**config.mk**
```make
export PLATFORM = sky130hd
export DESIGN_NAME = hyperboloid_ring_vertex_generator
export DESIGN_NICKNAME = d
export VERILOG_FILES = /design/src/rtl/core/hrvg_pkg.sv /design/src/rtl/core/hyperboloid_ring_vertex_generator.sv /design/src/rtl/core/hrvg_mul.sv /design/src/rtl/core/hrvg_div.sv /design/src/rtl/core/hrvg_isqrt.sv
export SDC_FILE = /design/constraint.sdc
export NUM_CORES = 2
export LEC_CHECK = 0
export BUFFER_PORTS_ARGS = -buffer_cell sky130_fd_sc_hd__buf_2
export CAP_MARGIN = 10
export CELL_PAD_IN_SITES_DETAIL_PLACEMENT = 1
export CELL_PAD_IN_SITES_GLOBAL_PLACEMENT = 1
export CORE_MARGIN = 2
export CORE_UTILIZATION = 30
export DETAILED_ROUTE_END_ITERATION = 8
export PLACE_DENSITY = 0.5
export REMOVE_ABC_BUFFERS = 1
export SETUP_SLACK_MARGIN = 0.05
export SLEW_MARGIN = 20
export SYNTH_ARGS = -nofsm -noshare
export SYNTH_HDL_FRONTEND = slang
export SYNTH_SLANG_ARGS = --single-unit
```
**constraint.sdc**
```tcl
create_clock -name clk -period 7.8 [get_ports clk]
set_clock_uncertainty 0.15 [all_clocks]
set_input_delay 2.34 -clock clk [delete_from_list [all_inputs] [get_ports clk]]
set_output_delay 2.34 -clock clk [all_outputs]
set_load 0.1 [all_outputs]
```
**src/rtl/core/hrvg_pkg.sv**
```systemverilog
`timescale 1ns / 1ps
// ----------------------------------------------------------------------------
// hrvg_pkg
// Widths, constants and shared helpers of the hyperboloid ring vertex generator.
// ----------------------------------------------------------------------------
package hrvg_pkg;

    localparam int AXIS_W     = 16;
    localparam int C_W        = 10;
    localparam int H_W        = 11;
    localparam int SEG_W      = 7;
    localparam int CFG_IDX_W  = 3;
    localparam int CFG_DATA_W = 16;
    localparam int COORD_W    = 32;
    localparam int Z_W        = 11;

    localparam int DEF_MAX_SEGMENTS    = 64;
    localparam int DEF_COORD_FRAC_BITS = 8;

    // serial multiplier
    localparam int MUL_W     = 32;
    localparam int MUL_CNT_W = $clog2(MUL_W);
    // serial divider: long form for the radius and phase, short form for series terms
    localparam int DIV_W     = 54;
    localparam int DVSR_W    = 20;
    localparam int SHORT_W   = 32;
    localparam int DIV_CNT_W = $clog2(DIV_W);
    // serial square root
    localparam int ROOT_W     = DIV_W / 2;
    localparam int ROOT_CNT_W = $clog2(ROOT_W);

    localparam logic [30:0]    Q30_ONE = 31'h4000_0000;
    localparam logic [29:0]    Q30_HALF = 30'h2000_0000;
    localparam logic [31:0]    PI_Q30  = 32'hC90F_DAA2;
    localparam logic [H_W-1:0] H_MAX   = 11'd2047;

    localparam logic [2:0] SIN_LAST_TERM = 3'd3;
    localparam logic [2:0] COS_LAST_TERM = 3'd4;

    typedef enum logic [CFG_IDX_W-1:0] {
        REG_AXIS_A       = 3'd0,
        REG_AXIS_B       = 3'd1,
        REG_AXIS_C       = 3'd2,
        REG_HEIGHT_LIMIT = 3'd3,
        REG_SEGMENTS     = 3'd4
    } cfg_reg_t;

    // Horner divisors, highest order first
    function automatic logic [6:0] hrvg_horner_div(input logic is_cos, input logic [2:0] k);
        logic [6:0] d;
        d = 7'd2;
        if (is_cos) begin
            case (k)
                3'd0:    d = 7'd90;
                3'd1:    d = 7'd56;
                3'd2:    d = 7'd30;
                3'd3:    d = 7'd12;
                default: d = 7'd2;
            endcase
        end else begin
            case (k)
                3'd0:    d = 7'd72;
                3'd1:    d = 7'd42;
                3'd2:    d = 7'd20;
                default: d = 7'd6;
            endcase
        end
        return d;
    endfunction

endpackage

```
**src/rtl/core/hyperboloid_ring_vertex_generator.sv**
```systemverilog
`timescale 1ns / 1ps
// ----------------------------------------------------------------------------
// hyperboloid_ring_vertex_generator
// Emits apex and ring vertices of a two-sheet hyperboloid, one item at a time.
// ----------------------------------------------------------------------------
// Usage:
//   Input channel (in_valid/in_ready, kind, lower_sheet): kind 0 starts a sheet
//   and gives one apex item; kind 1 gives the next ring of M vertex items, or a
//   single exhausted item once the height has passed height_limit.
//   Output channel (out_valid/out_ready): one result item per handshake, last set
//   on the final item of each input item.
//   Config port (cfg_we/cfg_index/cfg_data): write only, one cycle, while idle.
// Sequence:
//   Apex and exhausted items: result passes from the result to the output register.
//   Ring: first the radius (squaring, long divide, root; only the squaring when
//   the height is not above c), then for each vertex a long phase divide, 23
//   multiplies and short series divides, and a hand-over to the output register.
//   All of it runs through one bit-serial multiplier, one bit-serial divider and
//   a bit-serial square root; sine and cosine are Horner series built from the first two.
//   in_ready is high only between items.
// Reset: config returns to its defaults, ring height 0, step 1, upper sheet.
// Stall: a result waits in the output register; the sequencer carries on with
//   the next vertex and stops only when it has another result to hand over.
// ----------------------------------------------------------------------------
module hyperboloid_ring_vertex_generator
    import hrvg_pkg::*;
#(
    parameter int MAX_SEGMENTS    = DEF_MAX_SEGMENTS,
    parameter int COORD_FRAC_BITS = DEF_COORD_FRAC_BITS
)
(
    input  logic                      clk,
    input  logic                      rst_n,
    // configuration
    input  logic                      cfg_we,
    input  logic [CFG_IDX_W-1:0]      cfg_index,
    input  logic [CFG_DATA_W-1:0]     cfg_data,
    // input items
    input  logic                      in_valid,
    output logic                      in_ready,
    input  logic                      kind,
    input  logic                      lower_sheet,
    // result items
    output logic                      out_valid,
    input  logic                      out_ready,
    output logic signed [COORD_W-1:0] vertex_x,
    output logic signed [COORD_W-1:0] vertex_y,
    output logic signed [Z_W-1:0]     vertex_z,
    output logic                      is_apex,
    output logic                      exhausted,
    output logic                      last
);

    localparam int JW    = $clog2(MAX_SEGMENTS);
    localparam int SHIFT = 24 - COORD_FRAC_BITS;

    typedef enum logic [4:0] {
        S_IDLE, S_SQ, S_RDIV, S_RSQ, S_PDIV, S_THM, S_X2M, S_HDIV, S_HMUL,
        S_SINF, S_XM1, S_XM2, S_YM1, S_YM2, S_EMIT
    } state_t;

    // ---------------- configuration registers ----------------
    logic [AXIS_W-1:0] axis_a_reg, axis_b_reg;
    logic [C_W-1:0]    axis_c_reg, height_limit_reg;
    logic [SEG_W-1:0]  segments_reg;

    always_ff @(posedge clk or negedge rst_n) begin
        if (!rst_n) begin
            axis_a_reg       <= 16'd256;
            axis_b_reg       <= 16'd256;
            axis_c_reg       <= 10'd1;
            height_limit_reg <= 10'd250;
            segments_reg     <= 7'd20;
        end else if (cfg_we) begin
            case (cfg_reg_t'(cfg_index))
                REG_AXIS_A:       axis_a_reg       <= cfg_data[AXIS_W-1:0];
                REG_AXIS_B:       axis_b_reg       <= cfg_data[AXIS_W-1:0];
                REG_AXIS_C:       axis_c_reg       <= cfg_data[C_W-1:0];
                REG_HEIGHT_LIMIT: height_limit_reg <= cfg_data[C_W-1:0];
                REG_SEGMENTS:     segments_reg     <= cfg_data[SEG_W-1:0];
                default:          ;
            endcase
        end
    end

    // ---------------- sequencer state ----------------
    state_t              state_reg;
    logic                launched_reg;
    logic [H_W-1:0]      ring_height_reg, height_step_reg;
    logic                sheet_sign_reg;
    logic [SEG_W-1:0]    m_reg;
    logic [JW-1:0]       j_reg;
    logic [2*H_W-1:0]    hh_reg;
    logic [2*C_W-1:0]    cc_reg;
    logic [ROOT_W-1:0]   r_reg;
    logic [1:0]          quad_reg;
    logic                swap_reg;
    logic [29:0]         qa_reg;
    logic [29:0]         th_reg, x2_reg, u_reg;
    logic [30:0]         t_reg, sin0_reg, cos0_reg;
    logic [2:0]          k_reg;
    logic                is_cos_reg;
    logic [27:0]         rc_reg;
    logic                emit_vertex_reg;
    logic [COORD_W-1:0]  res_x_reg, res_y_reg;
    logic [Z_W-1:0]      res_z_reg;
    logic                res_apex_reg, res_exh_reg, res_last_reg;
    logic                out_valid_reg;
    logic [COORD_W-1:0]  out_x_reg, out_y_reg;
    logic [Z_W-1:0]      out_z_reg;
    logic                out_apex_reg, out_exh_reg, out_last_reg;

    // ---------------- arithmetic units ----------------
    logic                 use_mul, use_div, use_sqrt, div_short;
    logic [MUL_W-1:0]     mul_a, mul_b;
    logic [2*MUL_W-1:0]   mul_prod;
    logic                 mul_done, div_done, sqrt_done, op_done;
    logic [DIV_W-1:0]     div_dividend, div_quot;
    logic [DVSR_W-1:0]    div_divisor;
    logic [ROOT_W-1:0]    sqrt_root;

    hrvg_mul u_mul (
        .clk   (clk),
        .rst_n (rst_n),
        .start (use_mul && !launched_reg),
        .a     (mul_a),
        .b     (mul_b),
        .done  (mul_done),
        .prod  (mul_prod)
    );

    hrvg_div u_div (
        .clk      (clk),
        .rst_n    (rst_n),
        .start    (use_div && !launched_reg),
        .is_short (div_short),
        .dividend (div_dividend),
        .divisor  (div_divisor),
        .done     (div_done),
        .quotient (div_quot)
    );

    hrvg_isqrt u_isqrt (
        .clk      (clk),
        .rst_n    (rst_n),
        .start    (use_sqrt && !launched_reg),
        .radicand (div_quot),
        .done     (sqrt_done),
        .root     (sqrt_root)
    );

    assign op_done = (use_mul && mul_done) || (use_div && div_done) || (use_sqrt && sqrt_done);

    // quadrant mapping of the first-quadrant sine and cosine
    logic [30:0] c0, s0, cm, sm;
    logic        cn, sn;

    always_comb begin
        c0 = swap_reg ? sin0_reg : cos0_reg;
        s0 = swap_reg ? cos0_reg : sin0_reg;
        case (quad_reg)
            2'd0:    begin cm = c0; cn = 1'b0; sm = s0; sn = 1'b0; end
            2'd1:    begin cm = s0; cn = 1'b1; sm = c0; sn = 1'b0; end
            2'd2:    begin cm = c0; cn = 1'b1; sm = s0; sn = 1'b1; end
            default: begin cm = s0; cn = 1'b0; sm = c0; sn = 1'b1; end
        endcase
    end

    // operand selection
    always_comb begin
        use_mul      = 1'b0;
        use_div      = 1'b0;
        use_sqrt     = 1'b0;
        div_short    = 1'b0;
        mul_a        = '0;
        mul_b        = '0;
        div_dividend = '0;
        div_divisor  = '0;
        case (state_reg)
            S_RDIV: begin
                use_div      = 1'b1;
                div_dividend = {22'(hh_reg - {2'b00, cc_reg}), 32'd0};
                div_divisor  = cc_reg;
            end
            S_RSQ: use_sqrt = 1'b1;
            S_PDIV: begin
                use_div      = 1'b1;
                div_dividend = DIV_W'({j_reg, 32'd0});
                div_divisor  = DVSR_W'(m_reg);
            end
            S_THM: begin
                use_mul = 1'b1;
                mul_a   = {2'b00, qa_reg};
                mul_b   = PI_Q30;
            end
            S_X2M: begin
                use_mul = 1'b1;
                mul_a   = {2'b00, th_reg};
                mul_b   = {2'b00, th_reg};
            end
            S_HDIV: begin
                use_div      = 1'b1;
                div_short    = 1'b1;
                div_dividend = DIV_W'(u_reg);
                div_divisor  = DVSR_W'(hrvg_horner_div(is_cos_reg, k_reg));
            end
            S_HMUL: begin
                use_mul = 1'b1;
                mul_a   = {2'b00, x2_reg};
                mul_b   = {1'b0, t_reg};
            end
            S_SINF: begin
                use_mul = 1'b1;
                mul_a   = {2'b00, th_reg};
                mul_b   = {1'b0, t_reg};
            end
            S_XM1: begin
                use_mul = 1'b1;
                mul_a   = MUL_W'(r_reg);
                mul_b   = {1'b0, cm};
            end
            S_YM1: begin
                use_mul = 1'b1;
                mul_a   = MUL_W'(r_reg);
                mul_b   = {1'b0, sm};
            end
            S_XM2: begin
                use_mul = 1'b1;
                mul_a   = MUL_W'(axis_a_reg);
                mul_b   = MUL_W'(rc_reg);
            end
            S_YM2: begin
                use_mul = 1'b1;
                mul_a   = MUL_W'(axis_b_reg);
                mul_b   = MUL_W'(rc_reg);
            end
            default: ;
        endcase
    end

    // coordinate scaling and saturation
    logic [2*MUL_W-1:0] mag;
    logic [2*MUL_W-1:0] mag_neg;
    logic               coord_neg;
    logic [COORD_W-1:0] coord_val;

    always_comb begin
        mag       = mul_prod >> SHIFT;
        coord_neg = (state_reg == S_XM2) ? cn : sn;
        mag_neg   = (mag > 64'h8000_0000) ? 64'h8000_0000 : mag;
        if (coord_neg) begin
            coord_val = 32'd0 - mag_neg[COORD_W-1:0];
        end else if (mag > 64'h7FFF_FFFF) begin
            coord_val = 32'h7FFF_FFFF;
        end else begin
            coord_val = mag[COORD_W-1:0];
        end
    end

    // misc derived values
    logic [C_W-1:0]   c_eff;
    logic [SEG_W-1:0] m_clamp;
    logic [H_W:0]     step_sum, height_sum;
    logic [30:0]      t_new;
    logic [29:0]      ph_q;
    logic             out_free;
    logic             load_out;

    assign c_eff      = (axis_c_reg == '0) ? C_W'(1) : axis_c_reg;
    assign m_clamp    = (segments_reg < SEG_W'(3)) ? SEG_W'(3) :
                        (segments_reg > SEG_W'(MAX_SEGMENTS)) ? SEG_W'(MAX_SEGMENTS) :
                        segments_reg;
    assign step_sum   = {1'b0, height_step_reg} + (H_W+1)'(3);
    assign height_sum = {1'b0, ring_height_reg} + {1'b0, height_step_reg};
    assign t_new      = Q30_ONE - {1'b0, div_quot[29:0]};
    assign ph_q       = div_quot[29:0];
    assign out_free   = !out_valid_reg || out_ready;
    assign load_out   = (state_reg == S_EMIT) && out_free;

    function automatic logic [Z_W-1:0] enc_z(input logic [H_W-1:0] m, input logic neg);
        return neg ? Z_W'(11'd0 - m) : Z_W'(m);
    endfunction

    // ---------------- sequencer ----------------
    always_ff @(posedge clk or negedge rst_n) begin
        if (!rst_n) begin
            state_reg       <= S_IDLE;
            launched_reg    <= 1'b0;
            ring_height_reg <= '0;
            height_step_reg <= H_W'(1);
            sheet_sign_reg  <= 1'b0;
            m_reg           <= '0;
            j_reg           <= '0;
            k_reg           <= '0;
            is_cos_reg      <= 1'b0;
            emit_vertex_reg <= 1'b0;
            out_valid_reg   <= 1'b0;
            hh_reg          <= '0;
            cc_reg          <= '0;
            r_reg           <= '0;
            quad_reg        <= '0;
            swap_reg        <= 1'b0;
            qa_reg          <= '0;
            th_reg          <= '0;
            x2_reg          <= '0;
            u_reg           <= '0;
            t_reg           <= '0;
            sin0_reg        <= '0;
            cos0_reg        <= '0;
            rc_reg          <= '0;
            res_x_reg       <= '0;
            res_y_reg       <= '0;
            res_z_reg       <= '0;
            res_apex_reg    <= 1'b0;
            res_exh_reg     <= 1'b0;
            res_last_reg    <= 1'b0;
            out_x_reg       <= '0;
            out_y_reg       <= '0;
            out_z_reg       <= '0;
            out_apex_reg    <= 1'b0;
            out_exh_reg     <= 1'b0;
            out_last_reg    <= 1'b0;
        end else begin
            // output register: a new item replaces a taken one in the same cycle
            if (load_out) begin
                out_valid_reg <= 1'b1;
            end else if (out_ready) begin
                out_valid_reg <= 1'b0;
            end
            if (use_mul || use_div || use_sqrt) begin
                launched_reg <= !op_done;
            end
            case (state_reg)
                S_IDLE: begin
                    if (in_valid) begin
                        if (!kind) begin
                            sheet_sign_reg  <= lower_sheet;
                            ring_height_reg <= H_W'(axis_c_reg) + H_W'(1);
                            height_step_reg <= H_W'(1);
                            res_x_reg       <= '0;
                            res_y_reg       <= '0;
                            res_z_reg       <= enc_z(H_W'(axis_c_reg), lower_sheet);
                            res_apex_reg    <= 1'b1;
                            res_exh_reg     <= 1'b0;
                            res_last_reg    <= 1'b1;
                            emit_vertex_reg <= 1'b0;
                            state_reg       <= S_EMIT;
                        end else if (ring_height_reg > H_W'(height_limit_reg)) begin
                            res_x_reg       <= '0;
                            res_y_reg       <= '0;
                            res_z_reg       <= '0;
                            res_apex_reg    <= 1'b0;
                            res_exh_reg     <= 1'b1;
                            res_last_reg    <= 1'b1;
                            emit_vertex_reg <= 1'b0;
                            state_reg       <= S_EMIT;
                        end else begin
                            height_step_reg <= step_sum[H_W] ? H_MAX : step_sum[H_W-1:0];
                            m_reg           <= m_clamp;
                            j_reg           <= '0;
                            state_reg       <= S_SQ;
                        end
                    end
                end
                S_SQ: begin
                    hh_reg <= (2*H_W)'(ring_height_reg) * (2*H_W)'(ring_height_reg);
                    cc_reg <= (2*C_W)'(c_eff) * (2*C_W)'(c_eff);
                    if (ring_height_reg > H_W'(c_eff)) begin
                        state_reg <= S_RDIV;
                    end else begin
                        r_reg     <= '0;
                        state_reg <= S_PDIV;
                    end
                end
                S_RDIV: begin
                    if (op_done) begin
                        state_reg <= S_RSQ;
                    end
                end
                S_RSQ: begin
                    if (op_done) begin
                        r_reg     <= sqrt_root;
                        state_reg <= S_PDIV;
                    end
                end
                S_PDIV: begin
                    if (op_done) begin
                        quad_reg  <= div_quot[31:30];
                        swap_reg  <= ph_q > Q30_HALF;
                        qa_reg    <= (ph_q > Q30_HALF) ? 30'(Q30_ONE - {1'b0, ph_q}) : ph_q;
                        state_reg <= S_THM;
                    end
                end
                S_THM: begin
                    if (op_done) begin
                        th_reg    <= mul_prod[60:31];
                        state_reg <= S_X2M;
                    end
                end
                S_X2M: begin
                    if (op_done) begin
                        x2_reg     <= mul_prod[59:30];
                        u_reg      <= mul_prod[59:30];
                        k_reg      <= '0;
                        is_cos_reg <= 1'b0;
                        state_reg  <= S_HDIV;
                    end
                end
                S_HDIV: begin
                    if (op_done) begin
                        t_reg <= t_new;
                        k_reg <= k_reg + 1'b1;
                        if (is_cos_reg && k_reg == COS_LAST_TERM) begin
                            cos0_reg  <= t_new;
                            state_reg <= S_XM1;
                        end else if (!is_cos_reg && k_reg == SIN_LAST_TERM) begin
                            state_reg <= S_SINF;
                        end else begin
                            state_reg <= S_HMUL;
                        end
                    end
                end
                S_HMUL: begin
                    if (op_done) begin
                        u_reg     <= mul_prod[59:30];
                        state_reg <= S_HDIV;
                    end
                end
                S_SINF: begin
                    if (op_done) begin
                        sin0_reg   <= mul_prod[60:30];
                        is_cos_reg <= 1'b1;
                        k_reg      <= '0;
                        u_reg      <= x2_reg;
                        state_reg  <= S_HDIV;
                    end
                end
                S_XM1: begin
                    if (op_done) begin
                        rc_reg    <= mul_prod[57:30];
                        state_reg <= S_XM2;
                    end
                end
                S_XM2: begin
                    if (op_done) begin
                        res_x_reg <= coord_val;
                        state_reg <= S_YM1;
                    end
                end
                S_YM1: begin
                    if (op_done) begin
                        rc_reg    <= mul_prod[57:30];
                        state_reg <= S_YM2;
                    end
                end
                S_YM2: begin
                    if (op_done) begin
                        res_y_reg       <= coord_val;
                        res_z_reg       <= enc_z(ring_height_reg, sheet_sign_reg);
                        res_apex_reg    <= 1'b0;
                        res_exh_reg     <= 1'b0;
                        res_last_reg    <= SEG_W'(j_reg) == (m_reg - SEG_W'(1));
                        emit_vertex_reg <= 1'b1;
                        state_reg       <= S_EMIT;
                    end
                end
                S_EMIT: begin
                    if (out_free) begin
                        out_x_reg     <= res_x_reg;
                        out_y_reg     <= res_y_reg;
                        out_z_reg     <= res_z_reg;
                        out_apex_reg  <= res_apex_reg;
                        out_exh_reg   <= res_exh_reg;
                        out_last_reg  <= res_last_reg;
                        if (emit_vertex_reg && !res_last_reg) begin
                            j_reg     <= j_reg + 1'b1;
                            state_reg <= S_PDIV;
                        end else begin
                            if (emit_vertex_reg) begin
                                ring_height_reg <= height_sum[H_W] ? H_MAX
                                                                   : height_sum[H_W-1:0];
                            end
                            state_reg <= S_IDLE;
                        end
                    end
                end
                default: state_reg <= S_IDLE;
            endcase
        end
    end

    assign in_ready  = (state_reg == S_IDLE);
    assign out_valid = out_valid_reg;
    assign vertex_x  = out_x_reg;
    assign vertex_y  = out_y_reg;
    assign vertex_z  = out_z_reg;
    assign is_apex   = out_apex_reg;
    assign exhausted = out_exh_reg;
    assign last      = out_last_reg;

endmodule

```
**src/rtl/core/hrvg_mul.sv**
```systemverilog
`timescale 1ns / 1ps
// ----------------------------------------------------------------------------
// hrvg_mul
// Bit-serial shift-add multiplier, one multiplier bit per cycle.
// ----------------------------------------------------------------------------
module hrvg_mul
    import hrvg_pkg::*;
(
    input  logic                 clk,
    input  logic                 rst_n,
    input  logic                 start,
    input  logic [MUL_W-1:0]     a,
    input  logic [MUL_W-1:0]     b,
    output logic                 done,
    output logic [2*MUL_W-1:0]   prod
);

    logic                 busy_reg;
    logic                 done_reg;
    logic [MUL_CNT_W-1:0] cnt_reg;
    logic [MUL_W-1:0]     a_reg;
    logic [2*MUL_W-1:0]   prod_reg;
    logic [MUL_W:0]       add_next;

    // partial sum on the upper half, product shifts right
    assign add_next = {1'b0, prod_reg[2*MUL_W-1:MUL_W]}
                    + (prod_reg[0] ? {1'b0, a_reg} : {(MUL_W+1){1'b0}});

    always_ff @(posedge clk or negedge rst_n) begin
        if (!rst_n) begin
            busy_reg <= 1'b0;
            done_reg <= 1'b0;
            cnt_reg  <= '0;
        end else begin
            done_reg <= 1'b0;
            if (start) begin
                busy_reg <= 1'b1;
                cnt_reg  <= '0;
            end else if (busy_reg) begin
                cnt_reg <= cnt_reg + 1'b1;
                if (cnt_reg == MUL_CNT_W'(MUL_W - 1)) begin
                    busy_reg <= 1'b0;
                    done_reg <= 1'b1;
                end
            end
        end
    end

    always_ff @(posedge clk) begin
        if (start) begin
            a_reg    <= a;
            prod_reg <= {{MUL_W{1'b0}}, b};
        end else if (busy_reg) begin
            prod_reg <= {add_next, prod_reg[MUL_W-1:1]};
        end
    end

    assign done = done_reg;
    assign prod = prod_reg;

endmodule

```
**src/rtl/core/hrvg_div.sv**
```systemverilog
`timescale 1ns / 1ps
// ----------------------------------------------------------------------------
// hrvg_div
// Restoring divider, one quotient bit per cycle; short form for 32-bit dividends.
// ----------------------------------------------------------------------------
module hrvg_div
    import hrvg_pkg::*;
(
    input  logic              clk,
    input  logic              rst_n,
    input  logic              start,
    input  logic              is_short,
    input  logic [DIV_W-1:0]  dividend,
    input  logic [DVSR_W-1:0] divisor,
    output logic              done,
    output logic [DIV_W-1:0]  quotient
);

    logic                 busy_reg;
    logic                 done_reg;
    logic [DIV_CNT_W-1:0] cnt_reg;
    logic [DIV_CNT_W-1:0] last_reg;
    logic [DVSR_W-1:0]    dvsr_reg;
    logic [DVSR_W-1:0]    rem_reg;
    logic [DIV_W-1:0]     quo_reg;
    logic [DVSR_W+1:0]    diff;

    assign diff = {1'b0, rem_reg, quo_reg[DIV_W-1]} - {2'b00, dvsr_reg};

    always_ff @(posedge clk or negedge rst_n) begin
        if (!rst_n) begin
            busy_reg <= 1'b0;
            done_reg <= 1'b0;
            cnt_reg  <= '0;
            last_reg <= '0;
        end else begin
            done_reg <= 1'b0;
            if (start) begin
                busy_reg <= 1'b1;
                cnt_reg  <= '0;
                last_reg <= is_short ? DIV_CNT_W'(SHORT_W - 1) : DIV_CNT_W'(DIV_W - 1);
            end else if (busy_reg) begin
                cnt_reg <= cnt_reg + 1'b1;
                if (cnt_reg == last_reg) begin
                    busy_reg <= 1'b0;
                    done_reg <= 1'b1;
                end
            end
        end
    end

    always_ff @(posedge clk) begin
        if (start) begin
            dvsr_reg <= divisor;
            rem_reg  <= '0;
            if (is_short) begin
                quo_reg <= {dividend[SHORT_W-1:0], {(DIV_W-SHORT_W){1'b0}}};
            end else begin
                quo_reg <= dividend;
            end
        end else if (busy_reg) begin
            if (!diff[DVSR_W+1]) begin
                rem_reg <= diff[DVSR_W-1:0];
                quo_reg <= {quo_reg[DIV_W-2:0], 1'b1};
            end else begin
                rem_reg <= {rem_reg[DVSR_W-2:0], quo_reg[DIV_W-1]};
                quo_reg <= {quo_reg[DIV_W-2:0], 1'b0};
            end
        end
    end

    assign done     = done_reg;
    assign quotient = quo_reg;

endmodule

```
**src/rtl/core/hrvg_isqrt.sv**
```systemverilog
`timescale 1ns / 1ps
// ----------------------------------------------------------------------------
// hrvg_isqrt
// Digit-by-digit integer square root, one root bit per cycle.
// ----------------------------------------------------------------------------
module hrvg_isqrt
    import hrvg_pkg::*;
(
    input  logic              clk,
    input  logic              rst_n,
    input  logic              start,
    input  logic [DIV_W-1:0]  radicand,
    output logic              done,
    output logic [ROOT_W-1:0] root
);

    logic                  busy_reg;
    logic                  done_reg;
    logic [ROOT_CNT_W-1:0] cnt_reg;
    logic [DIV_W-1:0]      rad_reg;
    logic [ROOT_W+1:0]     rem_reg;
    logic [ROOT_W-1:0]     root_reg;
    logic [ROOT_W+3:0]     rem_sh;
    logic [ROOT_W+3:0]     trial;

    assign rem_sh = {rem_reg, rad_reg[DIV_W-1:DIV_W-2]};
    assign trial  = {2'b00, root_reg, 2'b01};

    always_ff @(posedge clk or negedge rst_n) begin
        if (!rst_n) begin
            busy_reg <= 1'b0;
            done_reg <= 1'b0;
            cnt_reg  <= '0;
        end else begin
            done_reg <= 1'b0;
            if (start) begin
                busy_reg <= 1'b1;
                cnt_reg  <= '0;
            end else if (busy_reg) begin
                cnt_reg <= cnt_reg + 1'b1;
                if (cnt_reg == ROOT_CNT_W'(ROOT_W - 1)) begin
                    busy_reg <= 1'b0;
                    done_reg <= 1'b1;
                end
            end
        end
    end

    always_ff @(posedge clk) begin
        if (start) begin
            rad_reg  <= radicand;
            rem_reg  <= '0;
            root_reg <= '0;
        end else if (busy_reg) begin
            rad_reg <= {rad_reg[DIV_W-3:0], 2'b00};
            if (rem_sh >= trial) begin
                rem_reg  <= (ROOT_W+2)'(rem_sh - trial);
                root_reg <= {root_reg[ROOT_W-2:0], 1'b1};
            end else begin
                rem_reg  <= rem_sh[ROOT_W+1:0];
                root_reg <= {root_reg[ROOT_W-2:0], 1'b0};
            end
        end
    end

    assign done = done_reg;
    assign root = root_reg;

endmodule

```
# == After elaboration in Yosys (flattened, before gate mapping) ==
# Cells that the tools add are included.
# word_totals
register_bits,904
out_inout_bits,80
elab_cells,353
# classes
muxes,139
bitwise_logic,2
mul,2
reduce_logical,72
order_cmp,8
addsub,17
n_eq_ne,53
# ops
operator,n
two-way mux 32 bit,10
two-way mux 54 bit,5
case mux 32 bit (6 select lines),1
case mux 30 bit (6 select lines),1
two-way mux 11 bit,15
case mux 54 bit (3 select lines),1
case mux 32 bit (2 select lines),2
two-way mux 31 bit,4
two-way mux 30 bit,3
two-way mux 5 bit,16
case mux 5 bit (13 select lines),1
case mux 20 bit (3 select lines),1
case mux 30 bit (2 select lines),1
two-way mux 27 bit,2
case mux 27 bit (2 select lines),1
greater-than comparator 48 x 31 -> 1 bit (second input constant),1
greater-than comparator 48 x 32 -> 1 bit (second input constant),1
two-way mux 6 bit,8
case mux 11 bit (2 select lines),2
two-way mux 1 bit,43
inequality test 2 bit (second input constant),19
equality test 5 x 4 -> 1 bit (second input constant),7
adder 32 x 32 -> 33 bit,1
subtractor 1 x 32 -> 32 bit (first input constant),1
62 further kinds,146

# == Depth between registers and ports, before layout ==
# depth
ltp_word,8
depth_mapped,22
depth_no_buf,21

# == Hierarchy ==
# A second synthesis with hierarchy kept.
# unflattened
cells_unflattened,5168
hier_area_um2,52555.4
# by_module_without_submodules
mod,cells_each,area_per_inst_um2,n_inst
hyperboloid_ring_vertex_generator,3580,35216.3,1
hrvg_isqrt,602,6346.1,1
hrvg_div,502,5510.3,1
hrvg_mul,484,5482.8,1

# == Worst setup path before layout ==
# OpenSTA, ideal clock, no wires.
# synth_path
kind,reg2reg
from,reg ring_height_reg[10]
to,reg hh_reg[21]
period_less_slack_ns,5.702
setup_ns,0.134
stages_incl_launch_ff,22
path_slack_ns,2.098
t_arrival_ns,5.419
cell_sequence,dfrtp_1 -> clkbuf_1 -> buf_1 -> and2_1 -> inv_1 -> fa_1 -> inv_1 -> fa_1 -> inv_1 -> fa_1 -> fa_1 -> inv_1 -> fa_1 -> ha_1 -> a21o_1 -> a21oi_1 -> o21ai_0 -> o31ai_1 -> o211ai_1 -> a31oi_1 -> xnor2_1 -> o21ai_0
# synth_between
elab_chain_len,1
# synth_rtl
element,line_no,text
"start, declared",hyperboloid_ring_vertex_generator.sv:89,"logic [H_W-1:0] ring_height_reg, height_step_reg;"
"start signal, assigned",hyperboloid_ring_vertex_generator.sv:338,ring_height_reg <= H_W'(axis_c_reg) + H_W'(1);
"start signal, assigned",hyperboloid_ring_vertex_generator.sv:480,ring_height_reg <= height_sum[H_W] ? H_MAX
multiplier 11 x 11 -> 22 bit,hyperboloid_ring_vertex_generator.sv:366,hh_reg <= (2*H_W)'(ring_height_reg) * (2*H_W)'(ring_height_reg);
"end signal, assigned",hyperboloid_ring_vertex_generator.sv:366,
"end, declared",hyperboloid_ring_vertex_generator.sv:93,logic [2*H_W-1:0] hh_reg;
# No other way between the ends.
# A chain may end at the register's enable or synchronous reset.

# == Worst setup path after layout ==
# layout_path
from,reg ring_height_reg[2]
to,reg hh_reg[19]
# Same word-level chain as after synthesis.

==> results_dict.tcl <==
set metrics [dict create \
    grt_start_max_net_pins 138 \
    hpwl_um 130000 \
    yosysSeqAreaShare_pct 44.4 \
    overflow 0 \
    slew_headroom_pct 18.9 \
    leakage_nw 25.7 \
    whs_ns 0.325 \
    cp_num_buf_inv 2 \
    hold_path_class "reg -> reg" \
    grt_pass1_vias 40900 \
    period_share_pct 80.5 \
    setup_violations 0 \
    crit_end "hh_reg[19]" \
    synth_warnings 0 \
    critPathKind "reg -> reg" \
    irDropWorstVdd_uv 627 \
    cp.arrival_ns 6.71 \
    die_h_um 418 \
    vias 39300 \
    cts_setup_buffers 0 \
    largest_reg_flops 64 \
    required_ns 8.23 \
    dp.cells 7364 \
    fmax_ghz 0.159 \
    critPathTopFamily "adder cells" \
    finalWirelength_um 179000 \
    ctsHoldBuffers 0 \
    io_pins 106 \
    ys_top_cells_by_count "723 x nand2_1, 586 x dfrtp_1, 398 x nor2_1" \
    grt_antenna_before_repair 8 \
    instances_no_fill 7566 \
    start_util_pct 30.1 \
    cts_buffer_depth 3 \
    grt.total_usage_pct 20.3 \
    wl_per_cell_um 23.6 \
    slew_viol_final 0 \
    yosysTopAreaCell "dfrtp_1" \
    status "completed" \
    finalPower_mw 28.3 \
    synthArstFlopShare_pct 66.7 \
    cp_num_cells 18 \
    startpoint "ring_height_reg[2]" \
    synth_ff_type "dfrtp_1" \
    drtAntennaViolNets 0 \
    cpMaxStageDelayCell "dfrtp_1" \
    drive_gt1_share_pct 13.7 \
    cp_max_fo 20 \
    ff2ff_setup_slack_ns 1.52 \
    rows 152 \
    syn_to_final_growth_pct 13.0 \
    r2r-start "ring_height_reg[2]" \
    cap_violations 0 \
    tightest_slew_ns 1.21 \
    fp.coreArea_um2 171000 \
    viasPerCell 5.20 \
    die_x_um 418 \
    reg2reg_depth 18 \
    syn_avg_cell_area_um2 9.85 \
    rsz0062_at_grt "no" \
    num-fill-cells 19200 \
    synth_top_area_share_pct 28.5 \
    portBuffers 105 \
    cts_sinks 896 \
    gp_congestion 0.807 \
    die_area_um2 175000 \
    drtPass1Iterations 6 \
    cp-end-kind "flip-flop" \
    finish.utilization_pct 34.0 \
    p_per_area_nw_per_um2 486 \
    remaining_drc_errors 0 \
    final_nets 5631 \
    startpoint_type "flip-flop" \
    synth.most_common_cell "nand2_1" \
    cts_made_buffers 108 \
    clk_latency_ns 0.73 \
    clockRootBuffer "clkbuf_16" \
    synthDistinctLibCells 87 \
    grt_pass1_wl_um 271000 \
    path_cells "and2_1, fa_1, fa_1, ha_1, inv_1, fa_1, inv_1, fa_1, ha_1, and3_1, a221o_1, a21oi_1, o21ai_0, o31ai_1, o211ai_1, a21oi_1, xor2_1, o21ai_0" \
    r2r_end "hh_reg[19]" \
    htree_levels 3 \
    path_common_cell "fa_1" \
    finalHoldViolations 0 \
    max_stage_delay_ns 0.86 \
    yosys_register_bits 896 \
    cts_resized 0 \
    synth_cells 5230 \
    drtIter0Drc 2360 \
    period_minus_slack_ns 6.28 \
    synthesis.area_um2 51500 \
    setup_tns_ns 0 \
    synthTopCellsByArea "dfrtp_1 28%, edfxtp_1 11%, mux2_2 6.4%" \
    clk_pin_slew_worst_paths_ns 0.06 \
    synth_edf_count 190 \
    cts_tree "yes" \
]
==> layout make-up <==
type	instances	area [µm²]	area share [%]
clock inverters	45	534	0.918
well taps	2233	2790	4.80
multi-input cells	3724	26500	45.5
diodes	2	5.00	0.00860
clock buffers	155	3070	5.28
repair buffers	202	1320	2.26
inverters	309	1160	2.00
flip-flops and latches	896	22900	39.3
==> power by group <==
group	switching (mW)	total, mW	internal [mW]
Combinational	10.2	16.1	5.92
Sequential	1.05	6.93	5.88
Clock	2.14	5.20	3.06
==> per-stage QoR <==
| stage | setup WS, ns | instance area [µm²] |
|---|---|---|
| 2_1_floorplan | 1.26 | 50400 |
| 3_3_place_gp | 1.55 | 54600 |
| 3_5_place_dp | 1.50 | 54600 |
| 4_1_cts | 1.48 | 58200 |
| 5_1_grt | 1.09 | 58200 |
| 6_report | 1.52 | 58200 |
==> layer usage <==
metal | GRT usage (%) | routed length [µm]
met1 | 27.6 | 82800
met5 | 0 | 0
met4 | 4.18 | 3260
met2 | 34.7 | 87600
met3 | 2.45 | 5260
==> layout by cell type, fill, tap and decap left out, types with 35 or more instances in the layout <==
| cell type | count |
|---|---|
| a21o_1 | 52 |
| a21oi_1 | 223 |
| a221o_1 | 53 |
| a221oi_1 | 35 |
| a22o_1 | 38 |
| a31oi_1 | 61 |
| and2_1 | 94 |
| buf_2 | 104 |
| buf_4 | 92 |
| clkbuf_16 | 110 |
| dfrtp_1 | 584 |
| dfxtp_1 | 108 |
| edfxtp_1 | 190 |
| fa_1 | 114 |
| ha_1 | 250 |
| inv_1 | 301 |
| mux2_2 | 294 |
| mux2i_1 | 116 |
| nand2_1 | 718 |
| nand2b_1 | 46 |
| nand3_1 | 53 |
| nor2_1 | 391 |
| nor3_1 | 77 |
| o21a_1 | 41 |
| o21ai_0 | 319 |
| o22ai_1 | 63 |
| or3_1 | 35 |
| xnor2_1 | 122 |
| xor2_1 | 96 |
==> tightest hold or removal path, cell delays in order (launching register included) <==
cell and delay (ns):
dfrtp_1 0.34, nand2_1 0.05, o21ai_0 0.06
==> how the worst min path moves through the flow <==
| stage | cells after the start | slack [ns] | start | to |
|---|---|---|---|---|
| global route | 1 | 0.35 | u_div.last_reg[4] | u_div.last_reg[4] |
| floorplan | 2 | 0.29 | u_reg[28] | u_reg[28] |
| detailed placement | 2 | 0.32 | t_reg[12] | t_reg[12] |
| finish | 2 | 0.33 | cc_reg[15] | cc_reg[15] |
| CTS | 2 | 0.33 | t_reg[12] | t_reg[12] |
| global placement | 2 | 0.31 | t_reg[14] | t_reg[14] |
==> cell families after synthesis <==
logic type | synth area share (%)
simple gates | 13.6
compound gates | 14.6
flops | 44.4
buf+inv | 4.48
mux | 8.68
fa+ha+maj | 10.5
xor+xnor | 3.71
Power figures use the tool's default switching activity.
